<file path="config.mk">
export PLATFORM = sky130hd
export DESIGN_NAME = multiset_order_statistics
export DESIGN_NICKNAME = d
export VERILOG_FILES = /design/src/rtl/mos_pkg.sv /design/src/rtl/multiset_order_statistics.sv /design/src/rtl/mos_ram.sv /design/src/rtl/mos_ctrl.sv /design/src/rtl/mos_dp.sv
export SDC_FILE = /design/constraint.sdc
export NUM_CORES = 2
export LEC_CHECK = 0
export BUFFER_PORTS_ARGS = -buffer_cell sky130_fd_sc_hd__buf_2
export CORE_ASPECT_RATIO = 0.5
export CORE_MARGIN = 2
export CORE_UTILIZATION = 38
export CTS_BUF_LIST = sky130_fd_sc_hd__clkbuf_8
export DETAILED_ROUTE_END_ITERATION = 10
export GPL_TIMING_DRIVEN = 0
export PLACE_DENSITY = 0.55
export SLEW_MARGIN = 20
export SYNTH_ARGS = -nofsm -noshare
export SYNTH_HDL_FRONTEND = slang
export SYNTH_SLANG_ARGS = --single-unit
</file>
<file path="constraint.sdc">
create_clock -name aclk -period 9.8 [get_ports aclk]
set_clock_uncertainty 0.2 [all_clocks]
set_input_delay 1.47 -clock aclk [delete_from_list [all_inputs] [get_ports aclk]]
set_output_delay 1.47 -clock aclk [all_outputs]
set_load 0.03 [all_outputs]
</file>
<file path="src/rtl/mos_pkg.sv">
package mos_pkg;
    localparam int CAPACITY_DEF = 64;
    localparam logic [1:0] KIND_INSERT = 2'd0;
    localparam logic [1:0] KIND_REMOVE = 2'd1;
    localparam logic [1:0] ST_OK    = 2'd0;
    localparam logic [1:0] ST_FULL  = 2'd1;
    localparam logic [1:0] ST_EMPTY = 2'd2;

    typedef struct packed {
        logic start_ins;
        logic start_rem;
        logic start_rep;
    } cmd_t;

    typedef struct packed {
        logic done;
    } sts_t;
endpackage

</file>
<file path="src/rtl/multiset_order_statistics.sv">
// Sorted multiset of signed 32-bit words, up to CAPACITY entries in one RAM.
// One item at a time: an insert that finds room, or a remove, walks the held
// entries at one cycle each through the RAM's single read port, then four
// reads fetch min, max and medians, and a restoring divider spends one
// cycle per quotient bit (47 at the default size) for the mean. An item that
// leaves the store empty skips the reads and the divider.
module multiset_order_statistics #(
    parameter int CAPACITY = mos_pkg::CAPACITY_DEF
) (
    input  logic                          aclk,
    input  logic                          aresetn,
    input  logic                          s_valid,
    output logic                          s_ready,
    input  logic [1:0]                    s_kind,
    input  logic signed [31:0]            s_value,
    output logic                          m_valid,
    input  logic                          m_ready,
    output logic [1:0]                    m_status,
    output logic [$clog2(CAPACITY+1)-1:0] m_count,
    output logic signed [31:0]            m_total,
    output logic signed [31:0]            m_smallest,
    output logic signed [31:0]            m_largest,
    output logic signed [31:0]            m_median_low,
    output logic signed [31:0]            m_median_high,
    output logic                          m_median_is_pair,
    output logic signed [39:0]            m_mean
);
    mos_pkg::cmd_t cmd;
    mos_pkg::sts_t sts;

    mos_ctrl u_ctrl (
        .aclk(aclk), .aresetn(aresetn), .s_valid(s_valid), .s_ready(s_ready),
        .m_valid(m_valid), .m_ready(m_ready), .s_kind(s_kind), .cmd(cmd), .sts(sts)
    );

    mos_dp #(.CAPACITY(CAPACITY)) u_dp (
        .aclk(aclk), .aresetn(aresetn), .s_value(s_value), .cmd(cmd), .sts(sts),
        .m_status(m_status), .m_count(m_count), .m_total(m_total),
        .m_smallest(m_smallest), .m_largest(m_largest),
        .m_median_low(m_median_low), .m_median_high(m_median_high),
        .m_median_is_pair(m_median_is_pair), .m_mean(m_mean)
    );
endmodule

</file>
<file path="src/rtl/mos_ram.sv">
module mos_ram #(
    parameter int WIDTH = 32,
    parameter int DEPTH = 64
) (
    input  logic                     aclk,
    input  logic                     we,
    input  logic [$clog2(DEPTH)-1:0] waddr,
    input  logic [WIDTH-1:0]         wdata,
    input  logic [$clog2(DEPTH)-1:0] raddr,
    output logic [WIDTH-1:0]         rdata
);
    logic [WIDTH-1:0] mem [DEPTH];

    always_ff @(posedge aclk) begin
        if (we) begin
            mem[waddr] <= wdata;
        end
        rdata <= mem[raddr];
    end
endmodule

</file>
<file path="src/rtl/mos_ctrl.sv">
module mos_ctrl (
    input  logic           aclk,
    input  logic           aresetn,
    input  logic           s_valid,
    output logic           s_ready,
    output logic           m_valid,
    input  logic           m_ready,
    input  logic [1:0]     s_kind,
    output mos_pkg::cmd_t  cmd,
    input  mos_pkg::sts_t  sts
);
    localparam logic [1:0] S_IDLE = 2'd0;
    localparam logic [1:0] S_WORK = 2'd1;
    localparam logic [1:0] S_OUT  = 2'd2;

    logic [1:0] state_reg, state_next;
    logic       acc;

    assign s_ready = (state_reg == S_IDLE);
    assign m_valid = (state_reg == S_OUT);
    assign acc     = s_valid && s_ready;

    always_comb begin
        cmd.start_ins = acc && (s_kind == mos_pkg::KIND_INSERT);
        cmd.start_rem = acc && (s_kind == mos_pkg::KIND_REMOVE);
        cmd.start_rep = acc && (s_kind != mos_pkg::KIND_INSERT)
                        && (s_kind != mos_pkg::KIND_REMOVE);
        state_next = state_reg;
        unique case (state_reg)
            S_IDLE: if (acc) state_next = S_WORK;
            S_WORK: if (sts.done) state_next = S_OUT;
            S_OUT:  if (m_ready) state_next = S_IDLE;
            default: state_next = S_IDLE;
        endcase
    end

    always_ff @(posedge aclk) begin
        if (!aresetn) begin
            state_reg <= S_IDLE;
        end else begin
            state_reg <= state_next;
        end
    end
endmodule

</file>
<file path="src/rtl/mos_dp.sv">
module mos_dp #(
    parameter int CAPACITY = mos_pkg::CAPACITY_DEF
) (
    input  logic                           aclk,
    input  logic                           aresetn,
    input  logic signed [31:0]             s_value,
    input  mos_pkg::cmd_t                  cmd,
    output mos_pkg::sts_t                  sts,
    output logic [1:0]                     m_status,
    output logic [$clog2(CAPACITY+1)-1:0]  m_count,
    output logic signed [31:0]             m_total,
    output logic signed [31:0]             m_smallest,
    output logic signed [31:0]             m_largest,
    output logic signed [31:0]             m_median_low,
    output logic signed [31:0]             m_median_high,
    output logic                           m_median_is_pair,
    output logic signed [39:0]             m_mean
);
    localparam int AW = $clog2(CAPACITY);
    localparam int CW = $clog2(CAPACITY+1);
    localparam int SW = 32 + CW;
    localparam int NW = SW + 8;

    localparam logic [3:0] P_INS_SCAN = 4'd1;
    localparam logic [3:0] P_INS_SHIFT = 4'd2;
    localparam logic [3:0] P_REM = 4'd3;
    localparam logic [3:0] P_R_MIN = 4'd4;
    localparam logic [3:0] P_R_MAX = 4'd5;
    localparam logic [3:0] P_R_ML = 4'd6;
    localparam logic [3:0] P_R_MH = 4'd7;
    localparam logic [3:0] P_DIV = 4'd8;
    localparam logic [3:0] P_DONE = 4'd9;
    localparam logic [3:0] P_IDLE = 4'd0;

    logic [3:0] ph_reg, ph_next;
    logic [CW-1:0] cnt_reg, cnt_next;
    logic signed [SW-1:0] sum_reg, sum_next;
    logic signed [31:0] v_reg, v_next;
    logic [1:0] st_reg, st_next;
    logic [CW-1:0] rd_reg, rd_next, wr_reg, wr_next;
    logic pend_reg, pend_next;
    logic signed [31:0] hold_reg, hold_next;
    logic signed [31:0] mn_reg, mn_next, mx_reg, mx_next, ml_reg, ml_next, mh_reg, mh_next;
    logic [NW-1:0] quo_reg, quo_next;
    logic [CW-1:0] rem_reg, rem_next;
    logic [$clog2(NW+1)-1:0] bit_reg, bit_next;
    logic neg_reg, neg_next;

    logic we;
    logic [AW-1:0] waddr, raddr;
    logic signed [31:0] wdata, rdata;

    mos_ram #(.WIDTH(32), .DEPTH(CAPACITY)) u_ram (
        .aclk(aclk), .we(we), .waddr(waddr), .wdata(wdata),
        .raddr(raddr), .rdata(rdata)
    );

    logic [CW-1:0] half;
    logic [CW:0] trial;
    logic [NW-1:0] absn;
    assign half = cnt_reg >> 1;
    assign trial = {rem_reg, quo_reg[NW-1]};
    assign absn = sum_reg[SW-1] ? NW'(-({{8{sum_reg[SW-1]}}, sum_reg} <<< 8))
                                : NW'({sum_reg, 8'd0});

    always_comb begin
        ph_next = ph_reg; cnt_next = cnt_reg; sum_next = sum_reg; v_next = v_reg;
        st_next = st_reg; rd_next = rd_reg; wr_next = wr_reg; pend_next = 1'b0;
        hold_next = hold_reg; mn_next = mn_reg; mx_next = mx_reg;
        ml_next = ml_reg; mh_next = mh_reg; quo_next = quo_reg; rem_next = rem_reg;
        bit_next = bit_reg; neg_next = neg_reg;
        we = 1'b0; waddr = AW'(wr_reg); wdata = hold_reg; raddr = AW'(rd_reg);
        sts.done = (ph_reg == P_DONE);
        unique case (ph_reg)
            P_IDLE: begin
                rd_next = '0; wr_next = '0;
                if (cmd.start_ins || cmd.start_rem || cmd.start_rep) begin
                    v_next = s_value; st_next = mos_pkg::ST_OK;
                end
                if (cmd.start_ins) begin
                    if (cnt_reg == CW'(CAPACITY)) begin
                        st_next = mos_pkg::ST_FULL; ph_next = P_R_MIN;
                    end else begin
                        ph_next = P_INS_SCAN; pend_next = 1'b1;
                    end
                end else if (cmd.start_rem) begin
                    ph_next = P_REM; pend_next = 1'b1;
                end else if (cmd.start_rep) begin
                    ph_next = P_R_MIN;
                end
            end
            P_INS_SCAN: begin
                // rdata holds entry rd_reg when pend_reg
                if (rd_reg == cnt_reg) begin
                    we = 1'b1; waddr = AW'(rd_reg); wdata = v_reg;
                    cnt_next = cnt_reg + 1'b1; sum_next = sum_reg + SW'(v_reg);
                    ph_next = P_R_MIN;
                end else if (!pend_reg) begin
                    pend_next = 1'b1;
                end else if (rdata > v_reg) begin
                    we = 1'b1; waddr = AW'(rd_reg); wdata = v_reg;
                    hold_next = rdata; rd_next = rd_reg + 1'b1;
                    ph_next = P_INS_SHIFT; raddr = AW'(rd_reg + 1'b1);
                    pend_next = 1'b1;
                end else begin
                    rd_next = rd_reg + 1'b1; raddr = AW'(rd_reg + 1'b1);
                    pend_next = 1'b1;
                end
            end
            P_INS_SHIFT: begin
                we = 1'b1; waddr = AW'(rd_reg); wdata = hold_reg;
                hold_next = rdata; rd_next = rd_reg + 1'b1;
                raddr = AW'(rd_reg + 1'b1); pend_next = 1'b1;
                if (rd_reg == cnt_reg) begin
                    cnt_next = cnt_reg + 1'b1; sum_next = sum_reg + SW'(v_reg);
                    ph_next = P_R_MIN; pend_next = 1'b0;
                end
            end
            P_REM: begin
                if (rd_reg == cnt_reg) begin
                    cnt_next = wr_reg; ph_next = P_R_MIN;
                end else if (!pend_reg) begin
                    pend_next = 1'b1;
                end else begin
                    if (rdata == v_reg) begin
                        sum_next = sum_reg - SW'(v_reg);
                    end else begin
                        we = 1'b1; waddr = AW'(wr_reg); wdata = rdata;
                        wr_next = wr_reg + 1'b1;
                    end
                    rd_next = rd_reg + 1'b1; raddr = AW'(rd_reg + 1'b1);
                    pend_next = 1'b1;
                end
            end
            P_R_MIN: begin
                raddr = '0;
                if (pend_reg) begin
                    mn_next = rdata; ph_next = P_R_MAX; pend_next = 1'b0;
                end else begin
                    pend_next = 1'b1;
                end
                if (cnt_reg == '0) begin
                    if (st_reg == mos_pkg::ST_OK) st_next = mos_pkg::ST_EMPTY;
                    ph_next = P_DONE; pend_next = 1'b0;
                end
            end
            P_R_MAX: begin
                raddr = AW'(cnt_reg - 1'b1);
                if (pend_reg) begin
                    mx_next = rdata; ph_next = P_R_ML; pend_next = 1'b0;
                end else begin
                    pend_next = 1'b1;
                end
            end
            P_R_ML: begin
                raddr = cnt_reg[0] ? AW'(half) : AW'(half - 1'b1);
                if (pend_reg) begin
                    ml_next = rdata; ph_next = P_R_MH; pend_next = 1'b0;
                end else begin
                    pend_next = 1'b1;
                end
            end
            P_R_MH: begin
                raddr = AW'(half);
                if (pend_reg) begin
                    mh_next = cnt_reg[0] ? 32'sd0 : rdata;
                    ph_next = P_DIV;
                    quo_next = absn; rem_next = '0; bit_next = '0;
                    neg_next = sum_reg[SW-1];
                end else begin
                    pend_next = 1'b1;
                end
            end
            P_DIV: begin
                if (trial >= {1'b0, cnt_reg}) begin
                    rem_next = CW'(trial - {1'b0, cnt_reg});
                    quo_next = {quo_reg[NW-2:0], 1'b1};
                end else begin
                    rem_next = CW'(trial);
                    quo_next = {quo_reg[NW-2:0], 1'b0};
                end
                bit_next = bit_reg + 1'b1;
                if (bit_reg == ($bits(bit_reg))'(NW-1)) ph_next = P_DONE;
            end
            P_DONE: ph_next = P_IDLE;
            default: ph_next = P_IDLE;
        endcase
    end

    always_ff @(posedge aclk) begin
        if (!aresetn) begin
            ph_reg <= P_IDLE; cnt_reg <= '0; sum_reg <= '0; pend_reg <= 1'b0;
        end else begin
            ph_reg <= ph_next; cnt_reg <= cnt_next; sum_reg <= sum_next;
            pend_reg <= pend_next;
        end
        v_reg <= v_next; st_reg <= st_next; rd_reg <= rd_next; wr_reg <= wr_next;
        hold_reg <= hold_next; mn_reg <= mn_next; mx_reg <= mx_next;
        ml_reg <= ml_next; mh_reg <= mh_next; quo_reg <= quo_next;
        rem_reg <= rem_next; bit_reg <= bit_next; neg_reg <= neg_next;
    end

    logic empty;
    logic [NW-1:0] q_s;
    assign empty = (cnt_reg == '0);
    assign q_s = neg_reg ? -quo_reg : quo_reg;
    assign m_status = st_reg;
    assign m_count = cnt_reg;
    assign m_total = empty ? 32'sd0 : sum_reg[31:0];
    assign m_smallest = empty ? 32'sd0 : mn_reg;
    assign m_largest = empty ? 32'sd0 : mx_reg;
    assign m_median_low = empty ? 32'sd0 : ml_reg;
    assign m_median_high = empty ? 32'sd0 : mh_reg;
    assign m_median_is_pair = !empty && !cnt_reg[0];
    assign m_mean = empty ? 40'sd0 : q_s[39:0];
endmodule

</file>
==> impl_metrics.prom <==
# TYPE chip_impl_metric gauge
chip_impl_metric{name="dieArea",unit="um2"} 265000
chip_impl_metric{name="rr_worst_depth",unit=""} 18
chip_impl_metric{name="switchingPower",unit="mW"} 16.0
chip_impl_metric{name="postSynthAreaPerCell",unit="um2"} 14.2
chip_impl_metric{name="area.sequential",unit="um2"} 71300
chip_impl_metric{name="grt_start_max_net_pins",unit=""} 65
chip_impl_metric{name="worst_relative_slew_slack",unit=""} 0.161
chip_impl_info{name="timing.critical_path.cells",value="buf_2 > clkbuf_1 > clkbuf_1 > inv_1 > ha_1 > o21ai_0 > a32o_1 > o32a_1 > buf_2 > buf_2 > buf_2 > buf_2 > buf_1 > nand2_1 > nand3_1 > a31oi_1 > nor4_1 > and4b_1"} 1
chip_impl_metric{name="clock_insertion_delay_worst_skew",unit="ns"} 0.99
chip_impl_metric{name="cts_num_sinks",unit=""} 2402
chip_impl_info{name="cp-endpoint",value="u_dp.u_ram.rdata[30]"} 1
chip_impl_metric{name="grt_antenna_before_repair",unit=""} 38
chip_impl_metric{name="worst-path-max-fanout",unit=""} 10
chip_impl_metric{name="first_iter_violations",unit=""} 7734
chip_impl_info{name="worst_r2r_endpoint",value="u_dp.u_ram.rdata[30]"} 1
chip_impl_info{name="worst_setup_path_startpoint",value="u_dp.m_count[0]"} 1
chip_impl_info{name="tritoncts_clock_tree",value="done"} 1
chip_impl_metric{name="ant_nets",unit=""} 0
chip_impl_metric{name="die_y",unit="um"} 365
chip_impl_metric{name="peak_clock_frequency_supported_by_timing",unit="GHz"} 0.115
chip_impl_metric{name="setup-tns-final",unit="ns"} 0
chip_impl_metric{name="synth.yosys.seq_area_share",unit=""} 0.721
chip_impl_metric{name="critical_path_data_arrival_time",unit="ns"} 9.38
chip_impl_metric{name="port_buffers",unit=""} 249
chip_impl_metric{name="total_of_flip_flops_plus_latches_after_synthesis",unit=""} 2402
chip_impl_metric{name="slew_viol_final",unit=""} 0
chip_impl_metric{name="timing_worst_slew_pin_value",unit="ns"} 1.25
chip_impl_info{name="cell_type_with_the_highest_occurrence_count_on_the_critical_path",value="sky130_fd_sc_hd__buf_2"} 1
chip_impl_metric{name="power_density",unit="nW/um2"} 321
chip_impl_info{name="setup_repair_after_global_routing_missed_its_margin",value="false"} 1
chip_impl_metric{name="final_worst_path_cycle_share",unit=""} 0.884
chip_impl_metric{name="gr-total-overflow",unit=""} 0
chip_impl_metric{name="cts_resized",unit=""} 0
chip_impl_metric{name="final.setup.worst_slack",unit="ns"} 1.14
chip_impl_metric{name="place_hpwl",unit="um"} 228000
chip_impl_metric{name="clock_buffers_created_by_tritoncts",unit=""} 361
chip_impl_metric{name="layout_min_cycle_time",unit="ns"} 8.66
chip_impl_metric{name="route.detailed.vias_per_inst",unit=""} 5.59
chip_impl_metric{name="critical-path-max-stage-delay",unit="ns"} 1.06
chip_impl_metric{name="detailed_route_wire_length",unit="um"} 324000
chip_impl_metric{name="area_delta_synth_final",unit="%"} 15.9
chip_impl_metric{name="comb_power_share",unit=""} 0.429
chip_impl_metric{name="first_pass_grt_wire_length",unit="um"} 450000
chip_impl_metric{name="core_area",unit="um2"} 259000
chip_impl_info{name="cts-root-buf",value="sky130_fd_sc_hd__clkbuf_8"} 1
chip_impl_info{name="worstSetupPathType",value="flip-flop to flip-flop"} 1
chip_impl_metric{name="cts_hold_repair.buffers",unit=""} 0
chip_impl_metric{name="die_width",unit="um"} 725
chip_impl_metric{name="post_cts_buffers",unit=""} 0
chip_impl_metric{name="cts_htree_levels",unit=""} 5
chip_impl_metric{name="timing.final.setup_violations",unit=""} 0
chip_impl_metric{name="syn-instance-count",unit=""} 6986
chip_impl_metric{name="globalRouteTotalUtil",unit=""} 0.236
chip_impl_metric{name="timing.critical_path.required",unit="ns"} 10.52
chip_impl_info{name="setup.worst_path.start_class",value="flip-flop"} 1
chip_impl_metric{name="drt_pass1_iterations",unit=""} 9
chip_impl_metric{name="hold_violations",unit=""} 0
chip_impl_metric{name="multi_input_comb_area",unit="um2"} 26400
chip_impl_info{name="status",value="completed"} 1
chip_impl_metric{name="start_util",unit=""} 0.382
chip_impl_metric{name="yosysWarningCount",unit=""} 0
chip_impl_metric{name="whs_path_depth",unit=""} 1
chip_impl_info{name="worst_path_max_delay_cell",value="sky130_fd_sc_hd__nor4_1"} 1
chip_impl_metric{name="final_nets",unit=""} 7852
chip_impl_metric{name="reg2reg_setup_slack",unit="ns"} 1.14
chip_impl_metric{name="number_of_vias_after_detailed_routing",unit=""} 64400
chip_impl_metric{name="total_power",unit="mW"} 36.8
chip_impl_metric{name="rows",unit=""} 132
chip_impl_metric{name="net_count_after_synthesis",unit=""} 7116
chip_impl_metric{name="power.share.clock",unit=""} 0.210
chip_impl_metric{name="largest_register_ffs",unit=""} 2048
chip_impl_metric{name="placement.setup.worst_slack",unit="ns"} 1.39
chip_impl_metric{name="intPower",unit="mW"} 20.8
chip_impl_metric{name="gp_congestion",unit=""} 0.915
chip_impl_metric{name="clkTransAtPathRegs",unit="ns"} 0.07
chip_impl_metric{name="design.portCount",unit=""} 250
chip_impl_info{name="postSynth.topFlopCell",value="sky130_fd_sc_hd__edfxtp_1"} 1
chip_impl_metric{name="yosys.cell_types.count",unit=""} 75
chip_impl_info{name="worstReg2RegStart",value="u_dp.m_count[0]"} 1
chip_impl_metric{name="p_leak",unit="nW"} 39.0
chip_impl_info{name="hold_path_class",value="flip-flop to flip-flop"} 1
chip_impl_metric{name="p_seq_frac",unit=""} 0.361
chip_impl_metric{name="synth_edf_count",unit=""} 2317
chip_impl_metric{name="swShare",unit=""} 0.435
chip_impl_metric{name="filler_cell_count",unit=""} 23500
chip_impl_metric{name="synth-async-reset-ratio",unit=""} 0
chip_impl_metric{name="syn_area",unit="um2"} 98900
chip_impl_metric{name="placed_cells",unit=""} 10800
chip_impl_metric{name="post_route_cells_drive_above_1_share",unit=""} 0.131
chip_impl_info{name="worst_setup_path_end_kind",value="flip-flop"} 1
chip_impl_metric{name="cap_violations",unit=""} 0
chip_impl_metric{name="cts_max_path_buffers",unit=""} 4
chip_impl_metric{name="layoutNonFillerInstCount",unit=""} 11500
chip_impl_metric{name="first_global_vias",unit=""} 61000
chip_impl_metric{name="detail_route.wl_per_cell",unit="um"} 28.1
chip_impl_metric{name="vdd_drop_max",unit="V"} 0.000180
chip_impl_metric{name="route.detailed.drc",unit=""} 0
[through the flow]
step / utilization / instance area [um2] / hold slack, ns
after detailed placement: 0.417 / 108000 / 0.258
after CTS: 0.442 / 115000 / 0.285
final: 0.443 / 115000 / 0.283
after global placement: 0.404 / 105000 / 0.250
after floorplan: - / 98900 / 0.238
after global routing: 0.443 / 115000 / 0.320
[layout by cell type, fill, tap and decap left out, types with 31 or more instances in the layout]
| cell | synthesis | layout |
|---|---|---|
| sky130_fd_sc_hd__buf_12 | 0 | 46 |
| sky130_fd_sc_hd__edfxtp_1 | 2317 | 2317 |
| sky130_fd_sc_hd__dfxtp_1 | 85 | 85 |
| sky130_fd_sc_hd__mux2i_1 | 522 | 522 |
| sky130_fd_sc_hd__buf_16 | 0 | 58 |
| sky130_fd_sc_hd__a22oi_1 | 261 | 259 |
| sky130_fd_sc_hd__inv_1 | 94 | 184 |
| sky130_fd_sc_hd__nor2_1 | 247 | 179 |
| sky130_fd_sc_hd__nand3_1 | 302 | 302 |
| sky130_fd_sc_hd__o21ai_0 | 108 | 107 |
| sky130_fd_sc_hd__a21oi_1 | 281 | 280 |
| sky130_fd_sc_hd__nor2_4 | 0 | 66 |
| sky130_fd_sc_hd__clkbuf_1 | 297 | 292 |
| sky130_fd_sc_hd__buf_1 | 37 | 37 |
| sky130_fd_sc_hd__nor4b_1 | 35 | 35 |
| sky130_fd_sc_hd__a222oi_1 | 33 | 33 |
| sky130_fd_sc_hd__o22ai_1 | 74 | 66 |
| sky130_fd_sc_hd__or3_1 | 31 | 31 |
| sky130_fd_sc_hd__or4_1 | 46 | 46 |
| sky130_fd_sc_hd__clkbuf_8 | 0 | 385 |
| sky130_fd_sc_hd__nor2b_1 | 50 | 50 |
| sky130_fd_sc_hd__buf_2 | 83 | 336 |
| sky130_fd_sc_hd__nand2_1 | 1057 | 1057 |
| sky130_fd_sc_hd__xor2_1 | 88 | 88 |
| sky130_fd_sc_hd__xnor2_1 | 69 | 69 |
| sky130_fd_sc_hd__ha_1 | 90 | 90 |
| sky130_fd_sc_hd__a21boi_0 | 35 | 34 |
| sky130_fd_sc_hd__and2_1 | 173 | 173 |
| sky130_fd_sc_hd__a32oi_1 | 127 | 126 |
| sky130_fd_sc_hd__clkinv_1 | 2 | 85 |
| sky130_fd_sc_hd__clkinv_2 | 0 | 37 |
| sky130_fd_sc_hd__a31oi_1 | 147 | 144 |
[how the worst min path moves through the flow]
stage,start,endpoint,slack (ns)
after floorplan,u_ctrl.state_reg[1],u_ctrl.state_reg[0],0.24
after global placement,u_ctrl.state_reg[1],u_ctrl.state_reg[0],0.25
after detailed placement,u_ctrl.state_reg[1],u_ctrl.state_reg[0],0.26
after CTS,u_ctrl.state_reg[1],u_ctrl.state_reg[0],0.28
after global routing,u_ctrl.state_reg[1],u_ctrl.state_reg[0],0.32
final,u_ctrl.state_reg[1],u_ctrl.state_reg[0],0.28
[routing by layer]
metal | share of wire | GRT usage | vias to the layer above
met1 | 0.43 | 0.337 | 32600
met4 | 0.034 | 0.0878 | 10
met5 | 0.00016 | 0 | -
met2 | 0.44 | 0.358 | 3007
li1 | - | - | 28200
met3 | 0.091 | 0.0468 | 490
[cells in the mapped netlist, types with 6 or more instances]
library cell,count,area share
sky130_fd_sc_hd__xnor2_1,69,0.0061
sky130_fd_sc_hd__or3_1,31,0.0020
sky130_fd_sc_hd__o31ai_1,28,0.0021
sky130_fd_sc_hd__a21boi_0,35,0.0027
sky130_fd_sc_hd__nor4_1,20,0.0013
sky130_fd_sc_hd__a211oi_1,17,0.0013
sky130_fd_sc_hd__nor2b_1,50,0.0032
sky130_fd_sc_hd__a21oi_1,281,0.014
sky130_fd_sc_hd__nand2b_1,12,0.00076
sky130_fd_sc_hd__nor3_1,33,0.0017
sky130_fd_sc_hd__clkbuf_1,297,0.011
sky130_fd_sc_hd__buf_2,83,0.0042
sky130_fd_sc_hd__a222oi_1,33,0.0033
sky130_fd_sc_hd__mux2i_1,522,0.053
sky130_fd_sc_hd__xor2_1,88,0.0078
sky130_fd_sc_hd__nand2_1,1057,0.040
sky130_fd_sc_hd__o21a_1,6,0.00046
sky130_fd_sc_hd__buf_1,37,0.0014
sky130_fd_sc_hd__dfxtp_1,85,0.017
sky130_fd_sc_hd__a31oi_1,147,0.0093
sky130_fd_sc_hd__o21bai_1,7,0.00053
sky130_fd_sc_hd__a21o_1,30,0.0023
sky130_fd_sc_hd__ha_1,90,0.011
sky130_fd_sc_hd__nand3_1,302,0.015
sky130_fd_sc_hd__and3_1,13,0.00082
sky130_fd_sc_hd__edfxtp_1,2317,0.70
sky130_fd_sc_hd__nor4b_1,35,0.0031
sky130_fd_sc_hd__nor2_1,247,0.0094
sky130_fd_sc_hd__nand4_1,19,0.0012
sky130_fd_sc_hd__or2_2,11,0.00070
sky130_fd_sc_hd__o22ai_1,74,0.0047
sky130_fd_sc_hd__nor3b_1,6,0.00046
sky130_fd_sc_hd__or4_1,46,0.0035
sky130_fd_sc_hd__o41ai_1,9,0.00080
sky130_fd_sc_hd__o21ai_0,108,0.0055
sky130_fd_sc_hd__a32oi_1,127,0.011
sky130_fd_sc_hd__a22oi_1,261,0.020
sky130_fd_sc_hd__and2_1,173,0.011
sky130_fd_sc_hd__inv_1,94,0.0036
[logic make-up after synthesis]
group | share of synthesized area
flops | 0.721
simple gates | 0.0963
compound gates | 0.0837
mux | 0.0532
buf+inv | 0.0205
xor+xnor | 0.0139
fa+ha+maj | 0.0118
[power by group through the flow]
stage / logic [mW] / clock network, mW / registers [mW]
after floorplan: 8.67 / 0 / 13.2
final: 15.8 / 7.73 / 13.3
after detailed placement: 15.5 / 0 / 13.5
after CTS: 15.5 / 7.81 / 13.3
after global placement: 14.8 / 0 / 13.7
after global routing: 16.6 / 8.27 / 13.3
[area by class of cell]
type / count / area share
repair buffers: 373 / 0.0343
flip-flops and latches: 2402 / 0.622
clock inverters: 258 / 0.0104
multi-input cells: 4071 / 0.230
clock buffers: 385 / 0.0462
inverters: 96 / 0.00380
well taps: 3484 / 0.0380
plain buffers: 417 / 0.0146
diodes: 28 / 0.000611
[critical path: cells and delay by family, from the launching register on]
| family | cells | cell delay (ns) |
|---|---|---|
| buffers and inverters | 9 | 4.66 |
| adder cells (fa/ha/maj) | 1 | 0.39 |
| flip-flops | 1 | 0.40 |
| AND/OR/NAND/NOR | 4 | 1.64 |
| AO/OA/AOI/OAI | 4 | 1.24 |
Power figures use the tool's default switching activity.
